==> src/rtl/point_in_polygon_test_core_macros.svh <==
`ifndef POINT_IN_POLYGON_TEST_CORE_MACROS_SVH
`define POINT_IN_POLYGON_TEST_CORE_MACROS_SVH

// Same-cycle implication on clk, masked while reset is asserted
`define PIPT_ASSERT_NOW(lbl, ante, cons, msg) \
	lbl: assert property (@(posedge clk) disable iff (!arst_n) (ante) |-> (cons)) \
		else $error(msg);

// Next-cycle implication on clk, masked while reset is asserted
`define PIPT_ASSERT_NEXT(lbl, ante, cons, msg) \
	lbl: assert property (@(posedge clk) disable iff (!arst_n) (ante) |=> (cons)) \
		else $error(msg);

`endif

==> src/rtl/pipt_pkg.sv <==
package pipt_pkg;

	// Polygon storage and coordinate format
	localparam int MAX_SIDES   = 10;
	localparam int COORD_WIDTH = 16;
	localparam int SIDE_LOW    = 3;
	localparam int SIDE_HIGH   = (MAX_SIDES < 10) ? MAX_SIDES : 10;
	localparam int SIDE_W      = 4;
	localparam int CNT_W       = 4;
	localparam int IDX_W       = $clog2(MAX_SIDES);

	// Datapath widths: shifted vertex, differences, cross products
	localparam int SH_W = COORD_WIDTH + 1;
	localparam int DF_W = COORD_WIDTH + 2;
	localparam int PR_W = 2 * DF_W;

	// Queue between front and back
	localparam int QUEUE_DEPTH = 2;
	localparam int QPTR_W      = (QUEUE_DEPTH > 1) ? $clog2(QUEUE_DEPTH) : 1;
	localparam int QCNT_W      = $clog2(QUEUE_DEPTH + 1);

	// Command codes
	localparam logic CMD_WRITE = 1'b0;
	localparam logic CMD_QUERY = 1'b1;

	// Configuration register indexes
	localparam logic [1:0] CFG_SIDE_COUNT = 2'd0;
	localparam logic [1:0] CFG_CENTER_X   = 2'd1;
	localparam logic [1:0] CFG_CENTER_Y   = 2'd2;

	typedef enum logic [1:0] {
		KIND_WRITE,
		KIND_SKIP,
		KIND_QUERY
	} item_kind_t;

	typedef struct packed {
		item_kind_t                     kind;
		logic [IDX_W-1:0]               slot;
		logic signed [COORD_WIDTH-1:0]  x;
		logic signed [COORD_WIDTH-1:0]  y;
	} item_t;

	typedef struct packed {
		logic             done;
		logic             is_in;
		logic [CNT_W-1:0] count;
	} result_t;

	typedef enum logic [1:0] {
		ST_IDLE,
		ST_ISSUE,
		ST_DRAIN
	} back_state_t;

endpackage

==> src/rtl/pipt_front.sv <==
module pipt_front import pipt_pkg::*; (
	input  logic                          clk,
	input  logic                          arst_n,
	input  logic                          start,
	input  logic                          cmd,
	input  logic [3:0]                    vertex_index,
	input  logic signed [COORD_WIDTH-1:0] coord_x,
	input  logic signed [COORD_WIDTH-1:0] coord_y,
	output logic                          busy,
	output item_t                         q_item,
	output logic                          q_valid,
	input  logic                          q_pop
);

	item_t             fifo_q [QUEUE_DEPTH];
	item_t             in_item;
	logic [QPTR_W-1:0] wr_ptr_q;
	logic [QPTR_W-1:0] rd_ptr_q;
	logic [QCNT_W-1:0] count_q;
	logic              push;

	function automatic logic [QPTR_W-1:0] ptr_next(logic [QPTR_W-1:0] p);
		return (p == QPTR_W'(QUEUE_DEPTH - 1)) ? '0 : p + QPTR_W'(1);
	endfunction

	// Classify the incoming transaction
	always_comb begin
		in_item.slot = vertex_index[IDX_W-1:0];
		in_item.x    = coord_x;
		in_item.y    = coord_y;
		if (cmd == CMD_QUERY) begin
			in_item.kind = KIND_QUERY;
		end else if ({1'b0, vertex_index} < 5'(MAX_SIDES)) begin
			in_item.kind = KIND_WRITE;
		end else begin
			in_item.kind = KIND_SKIP;
		end
	end

	assign busy    = (count_q == QCNT_W'(QUEUE_DEPTH));
	assign q_valid = (count_q != '0);
	assign q_item  = fifo_q[rd_ptr_q];
	assign push    = start && !busy;

	// Store accepted items
	always_ff @(posedge clk) begin
		if (push) begin
			fifo_q[wr_ptr_q] <= in_item;
		end
	end

	// Advance pointers and fill level
	always_ff @(posedge clk or negedge arst_n) begin
		if (!arst_n) begin
			wr_ptr_q <= '0;
			rd_ptr_q <= '0;
			count_q  <= '0;
		end else begin
			if (push) begin
				wr_ptr_q <= ptr_next(wr_ptr_q);
			end
			if (q_pop) begin
				rd_ptr_q <= ptr_next(rd_ptr_q);
			end
			if (push && !q_pop) begin
				count_q <= count_q + QCNT_W'(1);
			end else if (!push && q_pop) begin
				count_q <= count_q - QCNT_W'(1);
			end
		end
	end

endmodule

==> src/rtl/pipt_back.sv <==
module pipt_back import pipt_pkg::*; (
	input  logic                          clk,
	input  logic                          arst_n,
	input  item_t                         q_item,
	input  logic                          q_valid,
	output logic                          q_pop,
	input  logic [IDX_W-1:0]              last_idx,
	input  logic signed [COORD_WIDTH-1:0] center_x,
	input  logic signed [COORD_WIDTH-1:0] center_y,
	output result_t                       res
);

	back_state_t state_q;
	back_state_t state_d;

	logic signed [COORD_WIDTH-1:0] vx_mem [MAX_SIDES];
	logic signed [COORD_WIDTH-1:0] vy_mem [MAX_SIDES];

	logic [IDX_W-1:0]              edge_q;
	logic [IDX_W-1:0]              next_idx;
	logic                          issue;
	logic                          take_query;
	logic                          take_other;
	logic signed [COORD_WIDTH-1:0] qx_q;
	logic signed [COORD_WIDTH-1:0] qy_q;

	// Stage 1: vertex reads
	logic                          v_s1, last_s1;
	logic signed [COORD_WIDTH-1:0] ax_s1, ay_s1, bx_s1, by_s1;
	// Stage 2: shifted vertices
	logic                          v_s2, last_s2;
	logic signed [SH_W-1:0]        ax_s2, ay_s2, bx_s2, by_s2;
	// Stage 3: span and differences
	logic                          v_s3, last_s3, span_s3;
	logic signed [DF_W-1:0]        dqy_s3, dxr_s3, dyr_s3, dxq_s3;
	// Stage 4: cross products
	logic                          v_s4, last_s4, span_s4;
	logic signed [PR_W-1:0]        p1_s4, p2_s4;

	logic signed [SH_W-1:0]        lx, ly, rx, ry;
	logic signed [DF_W-1:0]        qx_e, qy_e, lx_e, ly_e, rx_e, ry_e;
	logic                          hit;
	logic [CNT_W-1:0]              cnt_q;
	logic [CNT_W-1:0]              count_sum;
	logic                          res_done_q;
	logic                          res_is_in_q;
	logic [CNT_W-1:0]              res_count_q;

	function automatic logic signed [SH_W-1:0] shift_add(
		logic signed [COORD_WIDTH-1:0] v,
		logic signed [COORD_WIDTH-1:0] c
	);
		return SH_W'(v) + SH_W'(c);
	endfunction

	// Next state of the edge walker
	always_comb begin
		state_d = state_q;
		unique case (state_q)
			ST_IDLE: begin
				if (q_valid && q_item.kind == KIND_QUERY) state_d = ST_ISSUE;
			end
			ST_ISSUE: begin
				if (edge_q == last_idx) state_d = ST_DRAIN;
			end
			ST_DRAIN: begin
				if (v_s4 && last_s4) state_d = ST_IDLE;
			end
			default: state_d = ST_IDLE;
		endcase
	end

	// Walker outputs
	always_comb begin
		q_pop      = (state_q == ST_IDLE) && q_valid;
		issue      = (state_q == ST_ISSUE);
		take_query = q_pop && (q_item.kind == KIND_QUERY);
		take_other = q_pop && (q_item.kind != KIND_QUERY);
	end

	assign next_idx = (edge_q == last_idx) ? '0 : edge_q + IDX_W'(1);

	always_ff @(posedge clk or negedge arst_n) begin
		if (!arst_n) begin
			state_q <= ST_IDLE;
			edge_q  <= '0;
		end else begin
			state_q <= state_d;
			if (take_query) begin
				edge_q <= '0;
			end else if (issue) begin
				edge_q <= next_idx;
			end
		end
	end

	// Vertex memory: one write port, two registered read ports
	always_ff @(posedge clk) begin
		if (q_pop && q_item.kind == KIND_WRITE) begin
			vx_mem[q_item.slot] <= q_item.x;
			vy_mem[q_item.slot] <= q_item.y;
		end
		if (issue) begin
			ax_s1 <= vx_mem[edge_q];
			ay_s1 <= vy_mem[edge_q];
			bx_s1 <= vx_mem[next_idx];
			by_s1 <= vy_mem[next_idx];
		end
	end

	// Hold the query point
	always_ff @(posedge clk) begin
		if (take_query) begin
			qx_q <= q_item.x;
			qy_q <= q_item.y;
		end
	end

	// Order the edge ends left to right
	always_comb begin
		if (ax_s2 < bx_s2) begin
			lx = ax_s2; ly = ay_s2; rx = bx_s2; ry = by_s2;
		end else begin
			lx = bx_s2; ly = by_s2; rx = ax_s2; ry = ay_s2;
		end
		qx_e = DF_W'(qx_q);
		qy_e = DF_W'(qy_q);
		lx_e = DF_W'(lx);
		ly_e = DF_W'(ly);
		rx_e = DF_W'(rx);
		ry_e = DF_W'(ry);
	end

	// Datapath stages
	always_ff @(posedge clk) begin
		ax_s2   <= shift_add(ax_s1, center_x);
		ay_s2   <= shift_add(ay_s1, center_y);
		bx_s2   <= shift_add(bx_s1, center_x);
		by_s2   <= shift_add(by_s1, center_y);
		span_s3 <= (qx_e > lx_e) && (qx_e <= rx_e);
		dqy_s3  <= qy_e - ly_e;
		dxr_s3  <= rx_e - lx_e;
		dyr_s3  <= ry_e - ly_e;
		dxq_s3  <= qx_e - lx_e;
		span_s4 <= span_s3;
		p1_s4   <= dqy_s3 * dxr_s3;
		p2_s4   <= dyr_s3 * dxq_s3;
	end

	// Stage valid and last-edge marks
	always_ff @(posedge clk or negedge arst_n) begin
		if (!arst_n) begin
			v_s1 <= 1'b0; last_s1 <= 1'b0;
			v_s2 <= 1'b0; last_s2 <= 1'b0;
			v_s3 <= 1'b0; last_s3 <= 1'b0;
			v_s4 <= 1'b0; last_s4 <= 1'b0;
		end else begin
			v_s1 <= issue;
			last_s1 <= issue && (edge_q == last_idx);
			v_s2 <= v_s1; last_s2 <= last_s1;
			v_s3 <= v_s2; last_s3 <= last_s2;
			v_s4 <= v_s3; last_s4 <= last_s3;
		end
	end

	// Count edges whose line lies at or above the point
	assign hit       = v_s4 && span_s4 && (p1_s4 <= p2_s4);
	assign count_sum = cnt_q + CNT_W'(hit);

	always_ff @(posedge clk or negedge arst_n) begin
		if (!arst_n) begin
			cnt_q      <= '0;
			res_done_q <= 1'b0;
		end else begin
			if (take_query) begin
				cnt_q <= '0;
			end else if (v_s4) begin
				cnt_q <= count_sum;
			end
			res_done_q <= take_other || (v_s4 && last_s4);
		end
	end

	// Result payload: zero for writes, final count for queries
	always_ff @(posedge clk) begin
		if (take_other) begin
			res_is_in_q <= 1'b0;
			res_count_q <= '0;
		end else if (v_s4 && last_s4) begin
			res_is_in_q <= count_sum[0];
			res_count_q <= count_sum;
		end
	end

	assign res.done  = res_done_q;
	assign res.is_in = res_is_in_q;
	assign res.count = res_count_q;

endmodule

==> src/rtl/point_in_polygon_test_core.sv <==
// Ray-casting point-in-polygon tester.
// Input channel: a transaction is taken on a clock edge with start high and busy
// low. cmd=0 writes vertex (coord_x, coord_y) to slot vertex_index; cmd=1 asks
// whether point (coord_x, coord_y) lies inside the polygon of side_count vertices,
// each shifted by (center_x, center_y). A two-entry queue parts the front from
// the edge walker, so busy rises only when both entries are taken.
// Result channel: every transaction gives one result, shown for one cycle with
// done high; inside_res and crossing_count are 0 for a vertex write.
// A write is answered once the idle walker pops it, one a cycle while the walker
// is idle. A query walks one edge per cycle through the vertex memory read ports
// and a four-stage shift, difference, multiply and count pipe, and holds the
// walker until its last edge leaves the pipe; items behind it wait in the queue.
// Configuration: cfg_valid/cfg_ready with cfg_index (0 side_count, 1 center_x,
// 2 center_y) and cfg_data; cfg_ready is always high. Write only while idle.
// Reset: side_count 3, centre 0, queue empty, no result pending. The vertex
// slots hold nothing until written. The receiver cannot stall the results.
`include "point_in_polygon_test_core_macros.svh"

module point_in_polygon_test_core import pipt_pkg::*; (
	input  logic                          clk,
	input  logic                          arst_n,
	input  logic                          start,
	output logic                          busy,
	input  logic                          cmd,
	input  logic [3:0]                    vertex_index,
	input  logic signed [COORD_WIDTH-1:0] coord_x,
	input  logic signed [COORD_WIDTH-1:0] coord_y,
	output logic                          done,
	output logic                          inside_res,
	output logic [CNT_W-1:0]              crossing_count,
	input  logic                          cfg_valid,
	output logic                          cfg_ready,
	input  logic [1:0]                    cfg_index,
	input  logic [COORD_WIDTH-1:0]        cfg_data
);

	logic [SIDE_W-1:0]             side_count_q;
	logic signed [COORD_WIDTH-1:0] center_x_q;
	logic signed [COORD_WIDTH-1:0] center_y_q;
	logic [SIDE_W-1:0]             n_sides;
	logic [IDX_W-1:0]              last_idx;
	item_t                         q_item;
	logic                          q_valid;
	logic                          q_pop;
	result_t                       res;

	assign cfg_ready = 1'b1;

	// Configuration registers
	always_ff @(posedge clk or negedge arst_n) begin
		if (!arst_n) begin
			side_count_q <= SIDE_W'(SIDE_LOW);
			center_x_q   <= '0;
			center_y_q   <= '0;
		end else if (cfg_valid && cfg_ready) begin
			unique case (cfg_index)
				CFG_SIDE_COUNT: side_count_q <= cfg_data[SIDE_W-1:0];
				CFG_CENTER_X:   center_x_q   <= cfg_data;
				CFG_CENTER_Y:   center_y_q   <= cfg_data;
				default: ;
			endcase
		end
	end

	// Clamp the side count and derive the last vertex slot
	always_comb begin
		priority if (side_count_q < SIDE_W'(SIDE_LOW)) begin
			n_sides = SIDE_W'(SIDE_LOW);
		end else if (side_count_q > SIDE_W'(SIDE_HIGH)) begin
			n_sides = SIDE_W'(SIDE_HIGH);
		end else begin
			n_sides = side_count_q;
		end
	end

	assign last_idx = IDX_W'(n_sides - SIDE_W'(1));

	pipt_front u_front (
		.clk          (clk),
		.arst_n       (arst_n),
		.start        (start),
		.cmd          (cmd),
		.vertex_index (vertex_index),
		.coord_x      (coord_x),
		.coord_y      (coord_y),
		.busy         (busy),
		.q_item       (q_item),
		.q_valid      (q_valid),
		.q_pop        (q_pop)
	);

	pipt_back u_back (
		.clk      (clk),
		.arst_n   (arst_n),
		.q_item   (q_item),
		.q_valid  (q_valid),
		.q_pop    (q_pop),
		.last_idx (last_idx),
		.center_x (center_x_q),
		.center_y (center_y_q),
		.res      (res)
	);

	assign done           = res.done;
	assign inside_res     = res.is_in;
	assign crossing_count = res.count;

	`PIPT_ASSERT_NOW(a_parity, done, inside_res == crossing_count[0], "inside flag disagrees with count parity")
	`PIPT_ASSERT_NOW(a_count_range, done, crossing_count <= CNT_W'(SIDE_HIGH), "crossing count exceeds side limit")
	`PIPT_ASSERT_NEXT(a_queue_fill, start && !busy, q_valid, "accepted transaction missing from queue")
	`PIPT_ASSERT_NOW(a_pop_valid, q_pop, q_valid, "queue popped while empty")

endmodule

==> config.mk <==
export PLATFORM = sky130hd
export DESIGN_NAME = point_in_polygon_test_core
export DESIGN_NICKNAME = d
export VERILOG_FILES = /design/src/rtl/pipt_pkg.sv /design/src/rtl/pipt_front.sv /design/src/rtl/pipt_back.sv /design/src/rtl/point_in_polygon_test_core.sv
export VERILOG_INCLUDE_DIRS = /design/src /design/src/rtl
export SDC_FILE = /design/constraint.sdc
export NUM_CORES = 2
export LEC_CHECK = 0
export BUFFER_PORTS_ARGS = -buffer_cell sky130_fd_sc_hd__buf_2
export CAP_MARGIN = 20
export CORE_MARGIN = 1
export CORE_UTILIZATION = 40
export CTS_BUF_LIST = sky130_fd_sc_hd__clkbuf_16
export CTS_CLUSTER_DIAMETER = 40
export CTS_CLUSTER_SIZE = 30
export DETAILED_ROUTE_END_ITERATION = 10
export GPL_TIMING_DRIVEN = 0
export SYNTH_ARGS = -nofsm -noshare
export SYNTH_HDL_FRONTEND = slang
export SYNTH_SLANG_ARGS = --single-unit
==> constraint.sdc <==
create_clock -name clk -period 13.7 [get_ports clk]
set_clock_uncertainty 0.05 [all_clocks]
set_input_delay 2.74 -clock clk [delete_from_list [all_inputs] [get_ports clk]]
set_output_delay 2.74 -clock clk [all_outputs]
set_load 0.01 [all_outputs]
==> metrics.md <==
| Metric | Value |
|---|---|
| CP Launch Type | `flip-flop` |
| Clock sink count | `769` |
| Crit Path Category | `reg2reg` |
| DRT Wirelength | `172,000 um` |
| Least-Margin Pin Slew | `1.22 ns` |
| RSZ-0062 raised after global routing | `false` |
| Initial Util | `40.4%` |
| F_max | `120 MHz` |
| Area of the multi-input gates | `34,900 sq um` |
| Slowest-stage cell, CP | `clkbuf_1` |
| Critical Path Start | `u_back.dxr_s3[10]` |
| Synthesized area per cell | `10.6 sq um` |
| Setup Viol. Count Final | `0` |
| Buf/Inv on CP | `5` |
| Critical path fanouts, max | `10` |
| Die Ht | `389 um` |
| Top Ports | `67` |
| Synthesized flop and latch total | `769` |
| Clk_lat worst skew | `0.73 ns` |
| Fin crit period | `8.34 ns` |
| Post-synth top flop | `edfxtp_1` |
| Most area-consuming cells after synthesis | `edfxtp_1 (25%), fa_1 (22%), ha_1 (7.6%)` |
| CP top delay family | `adder cells` |
| Filler cells | `13,800` |
| Hold_sp | `u_back.span_s3` |
| Max Slew Vio Count | `0` |
| Post-synth top area cell | `edfxtp_1` |
| Hold-fix buffers, CTS | `0` |
| Synth async-reset ratio | `7.67%` |
| Vias per cell | `5.31` |
| Initial antenna violation count | `5` |
| Post-Synthesis Cells | `5,633` |
| Clock transition at path regs | `0.06 ns` |
| Max clock buf depth | `3` |
| Sequential fraction of the synthesis area | `34.5%` |
| DR vias | `41,600` |
| FF-to-FF Start | `u_back.dxr_s3[10]` |
| DP HPWL | `136,000 um` |
| Vias in the first global route | `43,300` |
| Cell Area, Synth | `59,800 sq um` |
| Layout Nets | `6,902` |
| Core Region | `148,000 sq um` |
| Drt drc | `0` |
| Final Hold Vio Count | `0` |
| Post-synth EDFFs | `492` |
| RePlAce Congestion | `0.955` |
| TritonRoute pass-1 iters | `5` |
| Die ar. | `151,000 sq um` |
| Total track usage | `22.9%` |
| H-tree depth | `3` |
| Largest net degree at the start of global routing | `60` |
| FF+latch area | `20,600 sq um` |
| Max_cap viols | `0` |
| Post-DRT Antenna Nets | `0` |
| Setup crit end kind | `flip-flop` |
| FP Rows | `141` |
| Slew Limit Headroom | `18.6%` |
| Count of cell types in the netlist | `90` |
| Drt first-iter violations | `3,237` |
| Routed WL per cell | `21.9 um` |
| Root buf cell | `clkbuf_16` |
| Hold Crit Class | `reg2reg` |
| # port buffers | `65` |
| Number of synthesis warnings | `0` |
| Cts repair resizes | `0` |
| Slowest stage delay, CP | `0.68 ns` |
| Worst path cell trace | `clkbuf_1 -> clkbuf_1 -> nand2_1 -> fa_1 -> inv_1 -> fa_1 -> fa_1 -> fa_1 -> fa_1 -> inv_1 -> fa_1 -> inv_1 -> ha_1 -> nand3_1 -> a211oi_1 -> o221ai_1 -> a21oi_1 -> a21oi_1 -> o211ai_1 -> a221o_1 -> a21oi_1 -> xnor2_1` |
| Status | `complete, no violations` |
| Area Overhead vs Synth | `11.3%` |
| Overflow after GRT | `0` |
| Share of the synthesized area in the top cell type | `24.7%` |
| Die Width | `389 um` |
| Setup TNS Final | `0 ns` |
| Fin crit share | `60.9%` |
| CTS buffer count | `99` |
| Layout cells sized above 1 | `7.54%` |
| Cell mode on critical path | `fa_1` |
| # Post-CTS Setup Buffers | `0` |
| First-pass GRT wire length | `261,000 um` |
| Worst EP required | `14.17 ns` |
| Net count after synthesis | `6,718` |
| Crit path DAT | `8.81 ns` |
| CTS tree | `done` |
worst reg2reg max path, delay by kind of cell (launching register included):
family / cells / cell delay [ns]
fa+ha+maj: 7 / 3.40
simple gates: 2 / 0.44
compound gates: 7 / 1.99
flops: 1 / 0.30
buf+inv: 5 / 1.51
xor+xnor: 1 / 0.47
synth_stat cells, types with 100 or more instances:
cell / n
nand2_1: 475
and2_1: 366
inv_1: 927
edfxtp_1: 492
a211oi_1: 100
fa_1: 664
clkbuf_1: 193
xnor2_1: 135
ha_1: 362
dfxtp_1: 218
nor2_1: 352
o21ai_0: 160
a21oi_1: 294
final cells by class:
class                           instances  share of cell area (%)
Clock buffer                          103                    3.88
Tap cell                             1930                    3.63
Antenna cell                            3                  0.0113
Buffer                                224                    1.31
Clock inverter                         84                    1.46
Multi-Input combinational cell       3712                    52.4
Inverter                              928                    5.24
Sequential cell                       769                    31.0
Timing Repair Buffer                   83                    1.05
logic make-up after synthesis:
| logic type | Yosys count | share of synthesized area (%) |
|---|---|---|
| adders and majority gates | 1039 | 30.0 |
| AOI/OAI and AO/OA | 880 | 9.49 |
| other | 1 | 0.00628 |
| and+or+nand+nor | 1443 | 11.7 |
| DFF | 769 | 34.5 |
| muxes | 178 | 4.46 |
| xor gates and xnor gates | 171 | 2.51 |
| buffers and inverters | 1152 | 7.29 |
layout by cell type, fill, tap and decap left out, types with 20 or more instances in the layout:
cell       Yosys  final
inv_1        927    935
nor2b_1       79     79
xor2_1        36     36
clkbuf_16      0    103
buf_1         21     21
a21o_1        54     54
mux2i_1       47     47
clkbuf_1     193    192
mux4_2        64     64
o21ai_0      160    160
and2_1       366    366
a211oi_1     100    100
ha_1         362    362
edfxtp_1     492    492
nand2_1      475    475
buf_2          5     69
a21boi_0      35     35
xnor2_1      135    135
o311ai_0      20     20
nand2b_1      59     59
nand3_1       27     27
mux2_2        67     67
dfrtp_1       57     57
a311oi_1      34     34
nand4_1       24     24
o221ai_1      29     29
nor2_1       352    340
dfxtp_1      218    218
fa_1         664    664
a21oi_1      294    294
metal layers:
metal  wire length (um)  vias up  track usage, %  part of all wire, %
met5                  0        -               0                    0
met4               7390        0            9.18                  4.3
met3              11200      384            3.13                  6.5
met2              84000     1530            39.6                   49
met1              69000    20800            28.9                   40
li1                   -    19000               -                    -
state kept, by name, summed over array words and instances, names as in the netlist, 17 cells and up:
name / cells
u_back.dyr_s3: 18
u_back.by_s2: 17
u_back.p1_s4: 36
u_back.ax_s2: 17
u_back.p2_s4: 36
u_back.dqy_s3: 18
u_back.vy_mem: 160
u_back.ay_s2: 17
u_back.dxr_s3: 18
u_back.vx_mem: 160
u_front.fifo_q: 76
u_back.bx_s2: 17
u_back.dxq_s3: 18
stage by stage:
stage	setup slack, ns	hold WS, ns	cells	area, sq um	util [%]
6_report	5.36	0.274	7836	66500	44.9
3_5_place_dp	5.39	0.264	7645	63000	42.5
2_1_floorplan	6.96	0.260	5633	59800	-
3_3_place_gp	5.32	0.261	7628	62500	42.2
4_1_cts	5.38	0.276	7832	66500	44.9
5_1_grt	4.98	0.284	7833	66500	44.9
worst paths after layout:
kind                                 endpoint  slack, ns  cells after the start
max reg2reg                  u_back.p1_s4[35]       5.36                     22
min reg2reg                    u_back.span_s4       0.27                      0
max in group asynchronous       center_y_q[9]      10.90                      1
max                          u_back.p1_s4[35]       5.36                     22
min                            u_back.span_s4       0.27                      0
min in group asynchronous  u_front.count_q[0]       2.06                      1
Power is left out: the tool's default activity adds up to more than one toggle a clock period on the data nets, which glitch-free logic cannot reach.
